### config.mk
export PLATFORM = sky130hd
export DESIGN_NAME = hmprf_ctrl
export DESIGN_NICKNAME = d
export VERILOG_FILES = /design/src/sv/hmprf_pkg.sv /design/src/sv/hmprf_ctrl.sv
export SDC_FILE = /design/constraint.sdc
export NUM_CORES = 1
export LEC_CHECK = 0
export BUFFER_PORTS_ARGS = -buffer_cell sky130_fd_sc_hd__buf_2
export CAP_MARGIN = 15
export CORE_AREA = 5 5 42 44
export DETAILED_ROUTE_END_ITERATION = 8
export DIE_AREA = 0 0 47 49
export PLACE_DENSITY = 0.67
export RECOVER_POWER = 100
export SYNTH_ARGS = -nofsm -noshare
export SYNTH_HDL_FRONTEND = slang
export SYNTH_SLANG_ARGS = --single-unit
### constraint.sdc
create_clock -name clk -period 2 [get_ports clk]
set_input_delay 0.1 -clock clk [delete_from_list [all_inputs] [get_ports clk]]
set_output_delay 0.1 -clock clk [all_outputs]
set_load 0.02 [all_outputs]
### src/sv/hmprf_pkg.sv
// Shared constants and controller/datapath interface types for the peak region finder.
`default_nettype none
package hmprf_pkg;

  localparam int BUF_DEPTH   = 1024;
  localparam int ADDR_W      = $clog2(BUF_DEPTH);
  localparam int CNT_W       = $clog2(BUF_DEPTH + 1);
  localparam int IDX_W       = $clog2(BUF_DEPTH + 2);
  localparam int SAMPLE_W    = 16;
  localparam int AMP_W       = SAMPLE_W - 1;
  localparam int SUM_W       = SAMPLE_W + ADDR_W;
  localparam int MAX_REGIONS = 64;
  localparam int RCNT_W      = $clog2(MAX_REGIONS + 2);
  localparam int GAP_W       = 8;
  localparam int WTH_W       = 11;
  localparam int CFG_W       = 11;
  localparam int DCNT_W      = $clog2(SUM_W);

  localparam logic CFG_GAP = 1'b0;
  localparam logic CFG_WTH = 1'b1;

  localparam logic [GAP_W-1:0] GAP_RST = GAP_W'(10);
  localparam logic [WTH_W-1:0] WTH_RST = WTH_W'(5);

  typedef struct packed {
    logic load;
    logic clear;
    logic div_init;
    logic div_step;
    logic pass_init;
    logic pass1_init;
    logic seek_step;
    logic run_step;
    logic judge;
    logic peak_step;
    logic emit_load;
    logic emit_null;
    logic emit_ack;
  } dp_cmd_t;

  typedef struct packed {
    logic idx_end;
    logic lvl_pos;
    logic gap_zero;
    logic run_hit;
    logic wide;
    logic pass1;
    logic total_zero;
    logic peak_end;
    logic div_last;
    logic out_done;
  } dp_stat_t;

endpackage
`default_nettype wire

### src/sv/hmprf_ctrl.sv
// Controller: load, divide, two scan passes and result handshake sequencing.
`default_nettype none
module hmprf_ctrl (
  input  wire logic               clk,
  input  wire logic               rst_n,
  input  wire logic               in_valid,
  input  wire logic               in_last,
  output logic                    in_ready,
  output logic                    out_valid,
  input  wire logic               out_ready,
  input  wire hmprf_pkg::dp_stat_t stat,
  output hmprf_pkg::dp_cmd_t      cmd
);
  import hmprf_pkg::*;

  localparam logic [3:0] S_LOAD  = 4'd0;
  localparam logic [3:0] S_DIVI  = 4'd1;
  localparam logic [3:0] S_DIV   = 4'd2;
  localparam logic [3:0] S_PINIT = 4'd3;
  localparam logic [3:0] S_SEEK  = 4'd4;
  localparam logic [3:0] S_RUN   = 4'd5;
  localparam logic [3:0] S_JUDGE = 4'd6;
  localparam logic [3:0] S_PEAK  = 4'd7;
  localparam logic [3:0] S_EMIT  = 4'd8;

  logic [3:0] state_r, state_nxt;

  always_ff @(posedge clk) begin
    if (!rst_n) begin
      state_r <= S_LOAD;
    end else begin
      state_r <= state_nxt;
    end
  end

  always_comb begin
    cmd       = '0;
    state_nxt = state_r;
    in_ready  = 1'b0;
    out_valid = 1'b0;
    unique case (state_r)
      S_LOAD: begin
        in_ready = 1'b1;
        cmd.load = in_valid;
        if (in_valid && in_last) begin
          state_nxt = S_DIVI;
        end
      end
      S_DIVI: begin
        cmd.div_init = 1'b1;
        state_nxt    = S_DIV;
      end
      S_DIV: begin
        cmd.div_step = 1'b1;
        if (stat.div_last) begin
          state_nxt = S_PINIT;
        end
      end
      S_PINIT: begin
        cmd.pass_init = 1'b1;
        state_nxt     = S_SEEK;
      end
      S_SEEK: begin
        if (stat.idx_end) begin
          if (stat.pass1) begin
            cmd.clear = 1'b1;
            state_nxt = S_LOAD;
          end else if (stat.total_zero) begin
            cmd.emit_null = 1'b1;
            state_nxt     = S_EMIT;
          end else begin
            cmd.pass1_init = 1'b1;
          end
        end else begin
          cmd.seek_step = 1'b1;
          if (stat.lvl_pos) begin
            state_nxt = stat.gap_zero ? S_JUDGE : S_RUN;
          end
        end
      end
      S_RUN: begin
        cmd.run_step = 1'b1;
        if (stat.idx_end || stat.run_hit) begin
          state_nxt = S_JUDGE;
        end
      end
      S_JUDGE: begin
        cmd.judge = 1'b1;
        state_nxt = (stat.wide && stat.pass1) ? S_PEAK : S_SEEK;
      end
      S_PEAK: begin
        if (stat.peak_end) begin
          cmd.emit_load = 1'b1;
          state_nxt     = S_EMIT;
        end else begin
          cmd.peak_step = 1'b1;
        end
      end
      S_EMIT: begin
        out_valid = 1'b1;
        if (out_ready) begin
          cmd.emit_ack = 1'b1;
          if (stat.out_done) begin
            cmd.clear = 1'b1;
            state_nxt = S_LOAD;
          end else begin
            state_nxt = S_SEEK;
          end
        end
      end
      default: begin
        state_nxt = S_LOAD;
      end
    endcase
  end

endmodule
`default_nettype wire

==> impl_metrics.json <==
{
  "status": "finished clean",
  "cpMaxStageDelayCell": "or4b_4",
  "clkTransAtPathRegs_ns": 0.04,
  "die_area_um2": 2300,
  "yosys.cell_types.count": 31,
  "place_ws_ns": 0.303,
  "layout_setup_ws_ns": 0.112,
  "syn_area_um2": 492,
  "crit_path_end_kind": "output port",
  "core-area_um2": 1400,
  "cts.sinks": 4,
  "numCtsBuffers": 3,
  "wl_mm": 1.37,
  "gp_congestion": 0.826,
  "n_antenna_cell": 0,
  "max_stage_delay_ns": 0.53,
  "powerDensity_nw_per_um2": 834,
  "hold_viol": 0,
  "slew_violations": 0,
  "slew_headroom": 0.710,
  "peakVddDrop_v": 0.000398,
  "yosysSeqAreaShare": 0.163,
  "cts_setup_buffers": 0,
  "grt_usage": 0.133,
  "grt_pass1_vias": 549,
  "seq_area_um2": 80.1,
  "yosysTopAreaCell": "dfxtp_1",
  "clock_latency_ns": 0.25,
  "worst_slew_pin_slew_ns": 0.431,
  "grt_pass1_wl_mm": 2.26,
  "via_per_inst": 5.19,
  "grt_max_degree": 13,
  "final_nets": 114,
  "regMostFlops": "state_r",
  "syn_nets": 82,
  "path_cells": "or4b_4, inv_2, and2_1, o2bb2ai_1, clkbuf_2",
  "cts_tree": "built",
  "clockRootBuffer": "clkbuf_4",
  "fillers": 155,
  "path_max_fanout": 12,
  "synth.avg_cell_area_um2": 7.34,
  "drive_above_1_share": 0.320,
  "worst_hold_path_type": "in2reg",
  "synth_top_area_share": 0.163,
  "synth-edff-count": 0,
  "hpwl_mm": 1.12,
  "setup_viol": 0,
  "crit_arrival_ns": 1.79,
  "wl_per_cell_um": 12.2,
  "multi_input_area_um2": 358,
  "synth-seq-cells": 4,
  "finalPower_mw": 0.541,
  "vias": 586,
  "cts.path.max_buffers": 2,
  "area_delta_synth_final_pct": 32.1,
  "drtAntennaViolNets": 0,
  "start_kind": "flip-flop",
  "drc_errors": 0,
  "max_freq_mhz": 530,
  "tns_ns": 0,
  "rsz0062_at_grt": "no",
  "maxCapViolCount": 0,
  "holdBufCountCts": 0,
  "antenna_found_initial": 0,
  "rows": 14,
  "yosys_warnings": 0,
  "htreeDepth": 1,
  "crit_buf_inv": 2,
  "die_w_um": 47,
  "fin_crit_ns": 1.89,
  "synthCells": 67,
  "overflow": 0,
  "ys_top_cells_by_count": "7 x nor2_1, 7 x nor3_1, 5 x nand2_1, 4 x dfxtp_1, 4 x o21a_1",
  "die_y_um": 49,
  "initial_core_util": 0.351,
  "p_leak_nw": 0.301,
  "crit_type": "reg2out",
  "pin_count": 30,
  "period_share": 0.944,
  "critPathRequiredTime_ns": 1.90,
  "cpLargestDelayFamily": "simple AND/OR/NAND/NOR gates",
  "largest_reg_flops": 4,
  "largestRegisters": "state_r: 4 flops",
  "drtIter0Drc": 7,
  "dr.pass1.iters": 4,
  "synthArstFlopShare": 0,
  "post_cts_resized": 0,
  "portBuffers": 29,
  "synth_ff_type": "dfxtp_1",
  "synthTopCellsByArea": "dfxtp_1 16%, nor3_1 7.1%, mux2i_1 6.1%, o21a_1 6.1%, nor2_1 5.3%",
  "skew_ns": 0.00913
}
==> routing by layer <==
layer  up-vias  GRT usage  share of wire
met3         4     0.0258          0.082
met5         -          0              0
met4         0     0.0829          0.025
li1        305          -              -
met2        27      0.201           0.46
met1       250      0.165           0.43
==> area by class of cell <==
cell class                      count  share of cell area
Clock buffer                        3              0.0347
Inverter                            4              0.0231
Multi-Input combinational cell     54               0.551
Sequential cell                     4               0.123
Tap cell                           16              0.0308
Timing Repair Buffer               32               0.237
==> per-stage QoR <==
step	utilization	cells	instance area, um2	hold WS, ns
final	0.463	113	649	0.147
after global routing	0.463	113	649	0.164
after global placement	0.461	110	646	0.397
after detailed placement	0.461	110	646	0.397
after floorplan	-	67	492	0.217
after CTS	0.477	113	668	0.141
==> final timing paths <==
kind | start | endpoint | slack (ns) | depth (start not counted)
worst max register to register | state_r[3] | state_r[0] | 0.23 | 5
worst max-delay path | state_r[3] | cmd[11] | 0.11 | 5
worst min-delay path | rst_n | state_r[1] | 0.15 | 3
worst min register to register | state_r[2] | state_r[2] | 0.57 | 2
==> worst min-delay path, stage by stage <==
cell,delay [ns]
buf_2,0.14
o31ai_1,0.07
a21oi_1,0.04
==> power by group <==
group | leakage (nW) | internal (mW) | switching [mW]
clock | 0.0138 | 0.0675 | 0.0393
sequential | 0.0326 | 0.0958 | 0.0240
combinational | 0.254 | 0.131 | 0.184
==> kinds of logic (layout without fill, tap and decap cells) <==
group | count (synthesis) | in the layout | synth area share
DFF | 4 | 4 | 0.163
buffers and inverters | 9 | 39 | 0.0992
xor gates and xnor gates | 1 | 1 | 0.0178
muxes | 3 | 3 | 0.0611
and+or+nand+nor | 37 | 37 | 0.463
AOI/OAI and AO/OA | 13 | 13 | 0.196
==> cell usage in the layout, fill, tap and decap left out, types with 2 or more instances in the layout <==
cell type and count:
nand2b_1 3, o31ai_1 2, and3_1 2, buf_4 3, mux2i_1 3, nor3_1 7, buf_2 17, inv_1 3
o21ai_0 2, o21a_1 4, clkbuf_4 3, nor4_1 2, nor2_1 7, clkbuf_1 11, nor2b_1 2, dfxtp_1 4
nand2_1 5
(Power assumes the default switching activity.)
